--- src/hdl/cts_pkg.sv ---
package cts_pkg;

	// function codes carried in s_tuser
	localparam logic [1:0] FUNC_KEY  = 2'd0;
	localparam logic [1:0] FUNC_TICK = 2'd1;
	localparam logic [1:0] FUNC_LOAD = 2'd2;

	// key codes
	localparam logic [2:0] KEY_MODE   = 3'd1;
	localparam logic [2:0] KEY_SELECT = 3'd2;
	localparam logic [2:0] KEY_UP     = 3'd3;
	localparam logic [2:0] KEY_DOWN   = 3'd4;

	// field selector codes
	localparam logic [2:0] SEL_YEAR   = 3'd0;
	localparam logic [2:0] SEL_MONTH  = 3'd1;
	localparam logic [2:0] SEL_DAY    = 3'd2;
	localparam logic [2:0] SEL_HOUR   = 3'd3;
	localparam logic [2:0] SEL_MINUTE = 3'd4;
	localparam logic [2:0] SEL_SECOND = 3'd5;

	// register addresses on the apb port
	localparam logic [0:0] ADDR_BLINK_PERIOD = 1'b0;

	localparam logic [6:0] YEAR_MAX   = 7'd99;
	localparam logic [3:0] MONTH_MAX  = 4'd12;
	localparam logic [4:0] HOUR_MAX   = 5'd23;
	localparam logic [5:0] MINSEC_MAX = 6'd59;

	localparam logic [15:0] BLINK_PERIOD_RST = 16'd500;

	localparam logic [1:0] DAY_HI_MAX = 2'd2;

	typedef struct packed {
		logic [6:0] year;
		logic [3:0] month;
		logic [4:0] day;
		logic [4:0] hour;
		logic [5:0] minute;
		logic [5:0] second;
	} cts_time_t;

	// day_hi: 0 day below 32, 1 day in 32..63, 2 day 64 or more (only while month is 0)
	typedef struct packed {
		cts_time_t   tm;
		logic [1:0]  day_hi;
		logic [2:0]  sel;
		logic        edit;
		logic        blink;
		logic [15:0] tick;
	} cts_state_t;

	// days in month, 0 for a month outside 1..12
	function automatic logic [4:0] month_days(input logic [3:0] m, input logic leap);
		logic [4:0] d;
		begin
			if (m == 4'd2) begin
				d = leap ? 5'd29 : 5'd28;
			end else if (m == 4'd4 || m == 4'd6 || m == 4'd9 || m == 4'd11) begin
				d = 5'd30;
			end else if (m >= 4'd1 && m <= MONTH_MAX) begin
				d = 5'd31;
			end else begin
				d = 5'd0;
			end
			return d;
		end
	endfunction

endpackage

--- src/hdl/cts_update.sv ---
module cts_update import cts_pkg::*; (
	input  cts_state_t  cur,
	input  logic [1:0]  func,
	input  logic [2:0]  key,
	input  cts_time_t   load_tm,
	input  logic [15:0] blink_period,
	output cts_state_t  nxt,
	output logic        commit
);

	logic       adj, down;
	logic       yr_sel, mo_sel, dy_sel, hr_sel, mi_sel, se_sel;
	logic [7:0] yr_sum;
	logic [6:0] yr_w;
	logic [4:0] mo_sum;
	logic       mo_below;
	logic [3:0] mo_w;
	logic [4:0] lim;
	logic [5:0] dy_inc;
	logic [4:0] dy_lo;
	logic [1:0] dy_hi;
	logic       dy_below;
	logic [4:0] dy_w;
	logic [1:0] dy_hi_w;
	logic [5:0] hr_sum;
	logic [4:0] hr_w;
	logic [6:0] mi_sum, se_sum;
	logic [5:0] mi_w, se_w;
	logic [16:0] tick_inc;
	cts_time_t  adj_tm;

	assign down   = (key == KEY_DOWN);
	assign yr_sel = (cur.sel == SEL_YEAR);
	assign mo_sel = (cur.sel == SEL_MONTH);
	assign dy_sel = (cur.sel == SEL_DAY);
	assign hr_sel = (cur.sel == SEL_HOUR);
	assign mi_sel = (cur.sel == SEL_MINUTE);
	assign se_sel = (cur.sel == SEL_SECOND);

	// year
	always_comb begin
		yr_sum = {1'b0, cur.tm.year};
		if (yr_sel) yr_sum = down ? yr_sum - 8'd1 : yr_sum + 8'd1;
		if (yr_sel && down && cur.tm.year == 7'd0) begin
			yr_w = YEAR_MAX;
		end else if (yr_sum > {1'b0, YEAR_MAX}) begin
			yr_w = 7'd0;
		end else begin
			yr_w = yr_sum[6:0];
		end
	end

	// month
	always_comb begin
		mo_sum = {1'b0, cur.tm.month};
		if (mo_sel) mo_sum = down ? mo_sum - 5'd1 : mo_sum + 5'd1;
		mo_below = down && (mo_sel ? (cur.tm.month <= 4'd1) : (cur.tm.month == 4'd0));
		if (mo_below) begin
			mo_w = MONTH_MAX;
		end else if (mo_sum > {1'b0, MONTH_MAX}) begin
			mo_w = 4'd1;
		end else begin
			mo_w = mo_sum[3:0];
		end
	end

	assign lim = month_days(mo_w, (yr_w[1:0] == 2'd0));

	// day, with the overflow count kept for a month of zero
	always_comb begin
		dy_inc   = {1'b0, cur.tm.day} + 6'd1;
		dy_lo    = cur.tm.day;
		dy_hi    = cur.day_hi;
		dy_below = 1'b0;
		if (dy_sel && !down) begin
			dy_lo = dy_inc[4:0];
			if (dy_inc[5]) dy_hi = (cur.day_hi == DAY_HI_MAX) ? DAY_HI_MAX : cur.day_hi + 2'd1;
		end else if (dy_sel && down) begin
			dy_lo = cur.tm.day - 5'd1;
			if (cur.day_hi == 2'd0) begin
				dy_below = (cur.tm.day <= 5'd1);
			end else if (cur.tm.day == 5'd0 && cur.day_hi == 2'd1) begin
				dy_hi = 2'd0;
			end
		end else begin
			dy_below = (cur.day_hi == 2'd0) && (cur.tm.day == 5'd0);
		end
		dy_w    = dy_lo;
		dy_hi_w = dy_hi;
		if (lim != 5'd0) begin
			if (down && dy_below) begin
				dy_w    = lim;
				dy_hi_w = 2'd0;
			end else if (dy_hi != 2'd0 || dy_lo > lim) begin
				dy_w    = 5'd1;
				dy_hi_w = 2'd0;
			end
		end
	end

	// hour, minute, second
	always_comb begin
		hr_sum = {1'b0, cur.tm.hour};
		if (hr_sel) hr_sum = down ? hr_sum - 6'd1 : hr_sum + 6'd1;
		if (hr_sel && down && cur.tm.hour == 5'd0) hr_w = HOUR_MAX;
		else if (hr_sum > {1'b0, HOUR_MAX}) hr_w = 5'd0;
		else hr_w = hr_sum[4:0];

		mi_sum = {1'b0, cur.tm.minute};
		if (mi_sel) mi_sum = down ? mi_sum - 7'd1 : mi_sum + 7'd1;
		if (mi_sel && down && cur.tm.minute == 6'd0) mi_w = MINSEC_MAX;
		else if (mi_sum > {1'b0, MINSEC_MAX}) mi_w = 6'd0;
		else mi_w = mi_sum[5:0];

		se_sum = {1'b0, cur.tm.second};
		if (se_sel) se_sum = down ? se_sum - 7'd1 : se_sum + 7'd1;
		if (se_sel && down && cur.tm.second == 6'd0) se_w = MINSEC_MAX;
		else if (se_sum > {1'b0, MINSEC_MAX}) se_w = 6'd0;
		else se_w = se_sum[5:0];
	end

	assign adj_tm   = '{year: yr_w, month: mo_w, day: dy_w, hour: hr_w, minute: mi_w,
		second: se_w};
	assign adj      = cur.edit && (key == KEY_UP || key == KEY_DOWN);
	assign tick_inc = {1'b0, cur.tick} + 17'd1;

	always_comb begin
		nxt    = cur;
		commit = 1'b0;
		unique case (func)
			FUNC_KEY: begin
				if (key == KEY_MODE) begin
					nxt.edit = !cur.edit;
					commit   = cur.edit;
				end else if (cur.edit && key == KEY_SELECT) begin
					nxt.sel = (cur.sel == SEL_SECOND) ? SEL_YEAR : cur.sel + 3'd1;
				end else if (adj) begin
					nxt.tm     = adj_tm;
					nxt.day_hi = dy_hi_w;
				end
			end
			FUNC_TICK: begin
				if (tick_inc >= {1'b0, blink_period}) begin
					nxt.tick  = 16'd0;
					nxt.blink = !cur.blink;
				end else begin
					nxt.tick = tick_inc[15:0];
				end
			end
			FUNC_LOAD: begin
				if (!cur.edit) begin
					nxt.tm     = load_tm;
					nxt.day_hi = 2'd0;
				end
			end
			default: ;
		endcase
	end

endmodule

--- src/hdl/clock_time_set_editor_unit.sv ---
// time-setting editor for a calendar clock
// input stream: one request per item; s_tuser selects key event, millisecond tick
// or load of the time read from the clock chip, s_tdata carries key and load time
// output stream: exactly one result per request with the time, selector, edit mode,
// blank flag for the selected field and a one-result commit pulse on leaving edit
// apb port: one register, blink_period at address 0, ticks between blink toggles
// a request passes the input register, then the result register behind m_tvalid
// throughput: one request per cycle unless m_tready stalls; the state update is a
// single pass of compare-and-wrap logic between the input register and the result register
// stalls: a held result keeps the input register loaded and s_tready low only
// when both stages are full, so the pipeline keeps streaming while m_tready is high
// reset: time goes to year 0, month 1, day 1, 00:00:00, display mode, selector on
// year, blink off, tick count 0, blink_period 500; no request is in flight
module clock_time_set_editor_unit import cts_pkg::*; (
	input  logic        clk,
	input  logic        arst_n,
	input  logic        s_tvalid,
	output logic        s_tready,
	input  logic [39:0] s_tdata,  // key[2:0], new_year[9:3], new_month[13:10],
	                              // new_day[18:14], new_hour[23:19], new_minute[29:24],
	                              // new_second[35:30], zero fill
	input  logic [1:0]  s_tuser,  // func[1:0]
	output logic        m_tvalid,
	input  logic        m_tready,
	output logic [39:0] m_tdata,  // year[6:0], month[10:7], day[15:11], hour[20:16],
	                              // minute[26:21], second[32:27], selected_field[35:33],
	                              // editing[36], blank_selected[37], commit[38], zero fill
	input  logic        psel,
	input  logic        penable,
	input  logic        pwrite,
	input  logic [0:0]  paddr,
	input  logic [31:0] pwdata,
	output logic [31:0] prdata,
	output logic        pready
);

	logic        valid_s1;
	logic [1:0]  func_s1;
	logic [2:0]  key_s1;
	cts_time_t   load_s1;
	logic        advance;
	cts_state_t  state_q, state_nxt;
	logic        commit_nxt;
	logic [15:0] blink_period_q;
	logic        out_valid_q;
	logic [39:0] out_data_q;

	// configuration port
	assign pready = 1'b1;
	assign prdata = (paddr == ADDR_BLINK_PERIOD) ? {16'd0, blink_period_q} : 32'd0;

	always_ff @(posedge clk or negedge arst_n) begin
		if (!arst_n) begin
			blink_period_q <= BLINK_PERIOD_RST;
		end else if (psel && penable && pwrite && pready && paddr == ADDR_BLINK_PERIOD) begin
			blink_period_q <= pwdata[15:0];
		end
	end

	// stage 1 advances whenever the result register is free or being emptied
	assign advance  = !out_valid_q || m_tready;
	assign s_tready = !valid_s1 || advance;

	always_ff @(posedge clk or negedge arst_n) begin
		if (!arst_n) begin
			valid_s1 <= 1'b0;
		end else if (s_tready) begin
			valid_s1 <= s_tvalid;
		end
	end

	always_ff @(posedge clk) begin
		if (s_tready && s_tvalid) begin
			func_s1 <= s_tuser;
			key_s1  <= s_tdata[2:0];
			load_s1 <= '{year: s_tdata[9:3], month: s_tdata[13:10], day: s_tdata[18:14],
				hour: s_tdata[23:19], minute: s_tdata[29:24], second: s_tdata[35:30]};
		end
	end

	cts_update u_update (
		.cur          (state_q),
		.func         (func_s1),
		.key          (key_s1),
		.load_tm      (load_s1),
		.blink_period (blink_period_q),
		.nxt          (state_nxt),
		.commit       (commit_nxt)
	);

	always_ff @(posedge clk or negedge arst_n) begin
		if (!arst_n) begin
			state_q <= '{tm: '{year: 7'd0, month: 4'd1, day: 5'd1, hour: 5'd0,
				minute: 6'd0, second: 6'd0}, day_hi: 2'd0, sel: SEL_YEAR, edit: 1'b0,
				blink: 1'b0, tick: 16'd0};
			out_valid_q <= 1'b0;
		end else if (advance) begin
			out_valid_q <= valid_s1;
			if (valid_s1) state_q <= state_nxt;
		end
	end

	always_ff @(posedge clk) begin
		if (advance && valid_s1) begin
			out_data_q <= {1'b0, commit_nxt, state_nxt.edit && state_nxt.blink,
				state_nxt.edit, state_nxt.sel, state_nxt.tm.second, state_nxt.tm.minute,
				state_nxt.tm.hour, state_nxt.tm.day, state_nxt.tm.month, state_nxt.tm.year};
		end
	end

	assign m_tvalid = out_valid_q;
	assign m_tdata  = out_data_q;

	// a commit always leaves the block in display mode
	a_commit_display: assert property (@(posedge clk) disable iff (!arst_n)
		m_tvalid && m_tdata[38] |-> !m_tdata[36])
		else $error("commit shown while still editing");

	a_blank_edit: assert property (@(posedge clk) disable iff (!arst_n)
		m_tvalid && m_tdata[37] |-> m_tdata[36])
		else $error("blank selected outside edit mode");

	a_sel_range: assert property (@(posedge clk) disable iff (!arst_n)
		state_q.sel <= SEL_SECOND)
		else $error("selector out of range");

	// day overflow past 31 only builds up while the month is zero
	a_day_hi_month: assert property (@(posedge clk) disable iff (!arst_n)
		state_q.day_hi != 2'd0 |-> state_q.tm.month == 4'd0)
		else $error("day overflow with a valid month");

endmodule
--- config.mk ---
export PLATFORM = sky130hd
export DESIGN_NAME = clock_time_set_editor_unit
export DESIGN_NICKNAME = d
export VERILOG_FILES = /design/src/hdl/cts_pkg.sv /design/src/hdl/cts_update.sv /design/src/hdl/clock_time_set_editor_unit.sv
export SDC_FILE = /design/constraint.sdc
export NUM_CORES = 1
export LEC_CHECK = 0
export BUFFER_PORTS_ARGS = -buffer_cell sky130_fd_sc_hd__buf_4
export CAP_MARGIN = 10
export CORE_MARGIN = 3
export CORE_UTILIZATION = 46
export DETAILED_ROUTE_END_ITERATION = 7
export PLACE_DENSITY = 0.7
export RECOVER_POWER = 25
export SLEW_MARGIN = 20
export SYNTH_ARGS = -nofsm -noshare
export SYNTH_HDL_FRONTEND = slang
export SYNTH_SLANG_ARGS = --single-unit
--- constraint.sdc ---
create_clock -name clk -period 5.9 [get_ports clk]
set_clock_uncertainty 0.1 [all_clocks]
set_input_delay 1.18 -clock clk [delete_from_list [all_inputs] [get_ports clk]]
set_output_delay 1.18 -clock clk [all_outputs]
set_load 0.03 [all_outputs]
# [Word level (Yosys, flattened, before mapping)]
# Index checks and enable logic that the tools add are counted.
[totals] wordCells=180 output_inout_bits=75 input_bits=82 ff_bits=151
[op_classes] mux=55 addsub=15 bitwise=1 eq_ne=22 n_reduce_logical=52 magnitude_cmp=11
[op_table] cell="35-bit 2-to-1 mux" count=3
[op_table] cell="35-bit one-hot mux with 2 select lines" count=1
[op_table] cell="5-bit 2-to-1 mux" count=12
[op_table] cell="7-bit 2-to-1 mux" count=6
[op_table] cell="38-bit 2-to-1 mux" count=1
[op_table] cell="6-bit 2-to-1 mux" count=6
[op_table] cell="16-bit 2-to-1 mux" count=2
[op_table] cell="1-bit logical AND" count=23
[op_table] cell="2-bit 2-to-1 mux" count=9
[op_table] cell="16-bit by 1-bit adder with 17-bit output (second input constant)" count=1
[op_table] cell="17-bit by 16-bit greater-or-equal comparator with 1-bit output" count=1
[op_table] cell="17-bit 2-to-1 mux" count=1
[op_table] cell="8-bit 2-to-1 mux" count=2
[op_table] cell="6-bit by 1-bit adder with 7-bit output (second input constant)" count=2
[op_table] cell="7-bit by 6-bit greater-than comparator with 1-bit output (second input constant)" count=2
[op_table] cell="6-bit by 1-bit subtractor with 7-bit output (second input constant)" count=2
[op_table] cell="5-bit by 1-bit adder with 6-bit output (second input constant)" count=2
[op_table] cell="3-bit by 2-bit equality test with 1-bit output (second input constant)" count=4
[op_table] cell="6-bit zero test" count=2
[op_table] cell="4-bit 2-to-1 mux" count=3
[op_table] cell="5-bit zero test" count=2
[op_table] cell="3-bit equality test (second input constant)" count=3
[op_table] cell="7-bit by 1-bit adder with 8-bit output (second input constant)" count=1
[op_table] cell="4-bit by 3-bit equality test with 1-bit output (second input constant)" count=2
[op_table] cell="other kinds (36)" count=63

# [Logic depth before layout (Yosys ltp)]
[depth] word_depth=22 depth_mapped=23 depth_no_buf=20

# [By module]
# From an unflattened synthesis, not the netlist that was laid out.
[unflattened] hier_cells=948 area_unflattened_um2=10048.4
[modules_own_cells] mod="clock_time_set_editor_unit" instances=1 area_per_inst_um2=5527.8 seq_area_each_um2=4174.0 cells_each=276
[modules_own_cells] mod="cts_update" instances=1 area_per_inst_um2=4520.6 seq_area_each_um2=0.0 cells_each=672

# [Worst setup path after synthesis]
# No wires, ideal clock.
[synth_timing] kind="reg2reg" startpoint="reg key_s1[0]" endpoint="reg out_data_q[11] (netlist: m_tdata[11]) (data pin)" synth_period_minus_slack_ps=5021 required_time_ps=5530 n_path_buf=3 setup_ps=270 stages_incl_launch_ff=24 path_slack_ps=879 arrival_time_ps=4652 cell_sequence="edfxtp_1 > or3b_1 > buf_6 > inv_6 > buf_12 > buf_4 > ha_1 > and2_1 > a22o_1 > o31ai_1 > a21oi_1 > nor3_1 > nand2_1 > a221oi_2 > ha_1 > nor2b_1 > o21a_1 > o21ai_0 > a21oi_1 > or4bb_1 > a21oi_1 > a221oi_2 > o31ai_2 > a21oi_1"
[synth_rtl] element="from (decl)" line_no="clock_time_set_editor_unit.sv:39" source="logic [2:0] key_s1;"
[synth_rtl] element="from (signal assigned)" line_no="clock_time_set_editor_unit.sv:75" source="key_s1 <= s_tdata[2:0];"
[synth_rtl] element="to (signal assigned)" line_no="clock_time_set_editor_unit.sv:105" source="out_data_q <= {1'b0, commit_nxt, state_nxt.edit && state_nxt.blink,"
[synth_rtl] element="to (decl)" line_no="clock_time_set_editor_unit.sv:46" source="logic [39:0] out_data_q;"

==> metrics.txt <==
CP startpoint kind register; Pins Over Slew Limit 0; Peak VDD IR about 0.21 mV; Max Freq between 150 and 200 MHz; chip height 154.1 um; GR Util met2 a little over a third; final setup fails 0; GR Util met1 approximately a third; share of the synthesized area in the top cell type between 20% and 30%; Routed WL 26500 um; slowest stage delay, CP roughly 0.51 ns; Post-Syn Area slightly above 10000 um^2; Distinct cells, synth 81; post-synthesis compound-gate area fraction roughly 22%; Final Hold Vio Count 0; Setup Fix Bufs, Post-CTS 0; Cell Chain, Critical Path or3b_1 > inv_6 > ha_1 > and2_1 > a22o_1 > o31ai_1 > a21oi_1 > nor3_1 > nand2_1 > a221oi_2 > ha_1 > nor2b_1 > o21a_1 > o21ai_0 > a21oi_1 > or4bb_1 > a21oi_1 > a221oi_2 > o31ai_2 > a21oi_1; setup TNS 0 ns; nets about 1.3k; Buf/Inv on CP 1; Area Overhead vs Synth 16.79%; Hold/Removal Path Class register to register; Die X roughly 150 um; num rows between 50 and 60; M3 GR Usage between 5 and 6%; post-synthesis simple-gate area fraction ~15%; CTS tree yes; CTS Buf Count 17; post-cts resize count 0; Warnings, synthesis 0; crit path max-delay cell type or4bb_1; post-synthesis xor/xnor area fraction under 10%; pin count of the biggest net entering global routing between 70 and 80; WP data required about 6.0 ns; worst setup path category register to register; Post-DP HPWL 18010 um; CP endpoint kind register; FF-to-FF Start key_s1[0]; Core ar. between 20000 and 25000 um^2; min-delay src valid_s1; Ant. Diodes 0; status complete, no violations; largest family of logic cells by synthesized area compound AO/OA/AOI/OAI gates; CP Data Arrival Time approximately 5.1 ns; share of cells above drive strength 1 about 20%; global-route wire length before repair ~43000 um; Stages on worst setup path 20; area share of fa/ha/maj cells after synthesis under 10%; Synth Area per Inst 9.595 um^2; worst r2r path cells 20; FFs w/ async S/R, synth between 40% and 50%; drt drc 0; hold-fix buffers at CTS 0; Max-Slew Margin vs Limit ~33%; crit share post-route between 80 and 90%; worst skew pair latency ~0.43 ns; post-DR wirelength/cell 18.48 um; Leakage 0.005034 uW; DR vias 8457; CP delay by family, top compound AO/OA/AOI/OAI gates; drt initial violations between 700 and 800; drt pass-1 iters 6; CTS Buffer Depth 2; Cell Pwr Density 409.0 nW/um^2; ANT nets after route 0; critical-path maximum fanout 16; Worst Max-Slew Pin Slew approximately 1.0 ns; max-cap viol count 0; Root Buffer Master clkbuf_16; post-synthesis sequential area ratio 41.39%; worst setup path startpoint key_s1[0]; Synth Flop Type edfxtp_1; Gate Count Post-Synth between 1k and 1.5k; vias per cell a little under 6; die area ~24000 um^2; CTS H-tree lvls 4; global route hottest layer met2; Layout Cells excl Fill 1434; Final Wtd Congestion between 0.9 and 1; cell taking the most area after synthesis edfxtp_1; Sinks on Clock Net approximately 150; Tmin final roughly 5.0 ns; gr usage total roughly 22%; initial antenna violation count 0; hold path depth 1; RSZ-0062 raised after global routing no; clk slew on worst S/H paths ~0.07 ns; Port Buffers 118; Synth area leaders edfxtp_1 (23%), dfrtp_1 (16%), ha_1 (6.5%), nand2_1 (3.6%), o21ai_0 (3.6%); vias in the first global route 8120; Initial Util 47.38%; mux share of post-synthesis cell area between 4 and 5%; Post-Place Cells around 1.4k; I/O Pins about 160; total grt overflow 0; CP dominant cell by count a21oi_1; EDFF count, synth between 70 and 80; synthesized flop and latch total 151
[where the power goes]
group          internal, uW  switching (uW)  total [uW]
registers              1370             304        1670
logic                   836            1150        1990
clock network           666             492        1160
total                  2870            1950        4820
[synth_stat cells (4+ instances only)]
cell      count
nor3b_1       5
and2_1        9
a41oi_1       4
inv_1        43
mux2_2       27
dfstp_2       8
nand2b_1     10
xnor2_1      33
buf_2         4
a22oi_1      19
o31ai_1      13
nor2_1       88
ha_1         52
nand4_1      11
buf_1         5
a21o_1       16
a22o_1       26
o21ai_0      73
o221ai_1      5
o21a_1        9
fa_1          4
o22ai_1       8
dfrtp_1      66
a21oi_1      53
clkbuf_1     47
a211oi_1     10
and3_1       12
a221oi_2      4
nand3_1      29
o32ai_1       5
nand2_1      98
a31oi_1      12
edfxtp_1     77
nor3_1       23
nor2b_1      11
o211ai_1      5
xor2_1       15
nor4_1        6
buf_4        19
a221o_1      11
o21bai_1      6
mux2i_1      12
[final cells by class]
| cell class | instances | area [um^2] |
|---|---|---|
| fill | 1882 | 9509 |
| multi-input combinational | 792 | 5404 |
| sequential | 151 | 4175 |
| timing repair buffer | 137 | 1041 |
| clock buffer | 22 | 539.3 |
| tap | 275 | 344.1 |
| inverter | 47 | 181.4 |
| clock inverter | 10 | 92.59 |
[logic make-up after synthesis]
family / after synthesis
multiplexers: 40
buffers and inverters: 124
other: 2
XOR/XNOR: 49
flip-flops: 151
adder cells (fa/ha/maj): 56
AND/OR/NAND/NOR: 319
AO/OA/AOI/OAI: 310
[worst register-to-register path, delay by kind of cell, from the launching register on]
| family | cells | cell delay [ns] |
|---|---|---|
| compound gates | 11 | 1.86 |
| fa+ha+maj | 2 | 0.53 |
| buf+inv | 1 | 0.19 |
| flops | 1 | 0.41 |
| simple gates | 6 | 1.68 |
[cell usage in the layout, fill, tap and decap left out, types with 19 or more instances in the layout]
cell type and count:
a21oi_1 53, a22o_1 26, a22oi_1 19, buf_4 96, clkbuf_16 21, clkbuf_4 38, dfrtp_1 65, edfxtp_1 77
ha_1 52, inv_1 43, mux2_2 27, nand2_1 98, nand3_1 29, nor2_1 87, nor3_1 23, o21ai_0 72
xnor2_1 33
[routing by layer]
metal	vias to the layer above	share of wire [%]
met3	35	7.5
li1	4044	-
met4	0	1.3
met1	4080	45
met2	298	47
met5	-	0
[path summary, 6_finish.rpt]
path | endpoint | slack, ns
setup / recovery | m_tdata[11] | 0.87
hold / removal | m_tvalid | 0.40
setup reg to reg | m_tdata[11] | 0.87
hold reg to reg | m_tvalid | 0.40
max in group asynchronous | state_q[17] | 4.45
min in group asynchronous | blink_period_q[11] | 0.69
[registers in the layout (all words and copies together), names as in the netlist]
| signal | count |
|---|---|
| m_tvalid | 1 |
| blink_period_q | 16 |
| m_tdata | 39 |
| valid_s1 | 1 |
| func_s1 | 2 |
| load_s1 | 33 |
| state_q | 56 |
| key_s1 | 3 |
[metrics by stage]
stage          instance area [um^2]  hold WS, ns  util, %  worst slack (ns)  power (uW)
2_1_floorplan                 10140       0.3569        -            0.8787        3132
3_3_place_gp                  11130       0.3709    52.27             1.018        3607
3_5_place_dp                  11130       0.3855    52.27            0.9163        3645
4_1_cts                       11760       0.3911    55.23            0.9166        4809
5_1_grt                       11780       0.4110    55.33            0.5523        5131
6_report                      11780       0.3961    55.33            0.8668        4817
(Power assumes the default switching activity.)
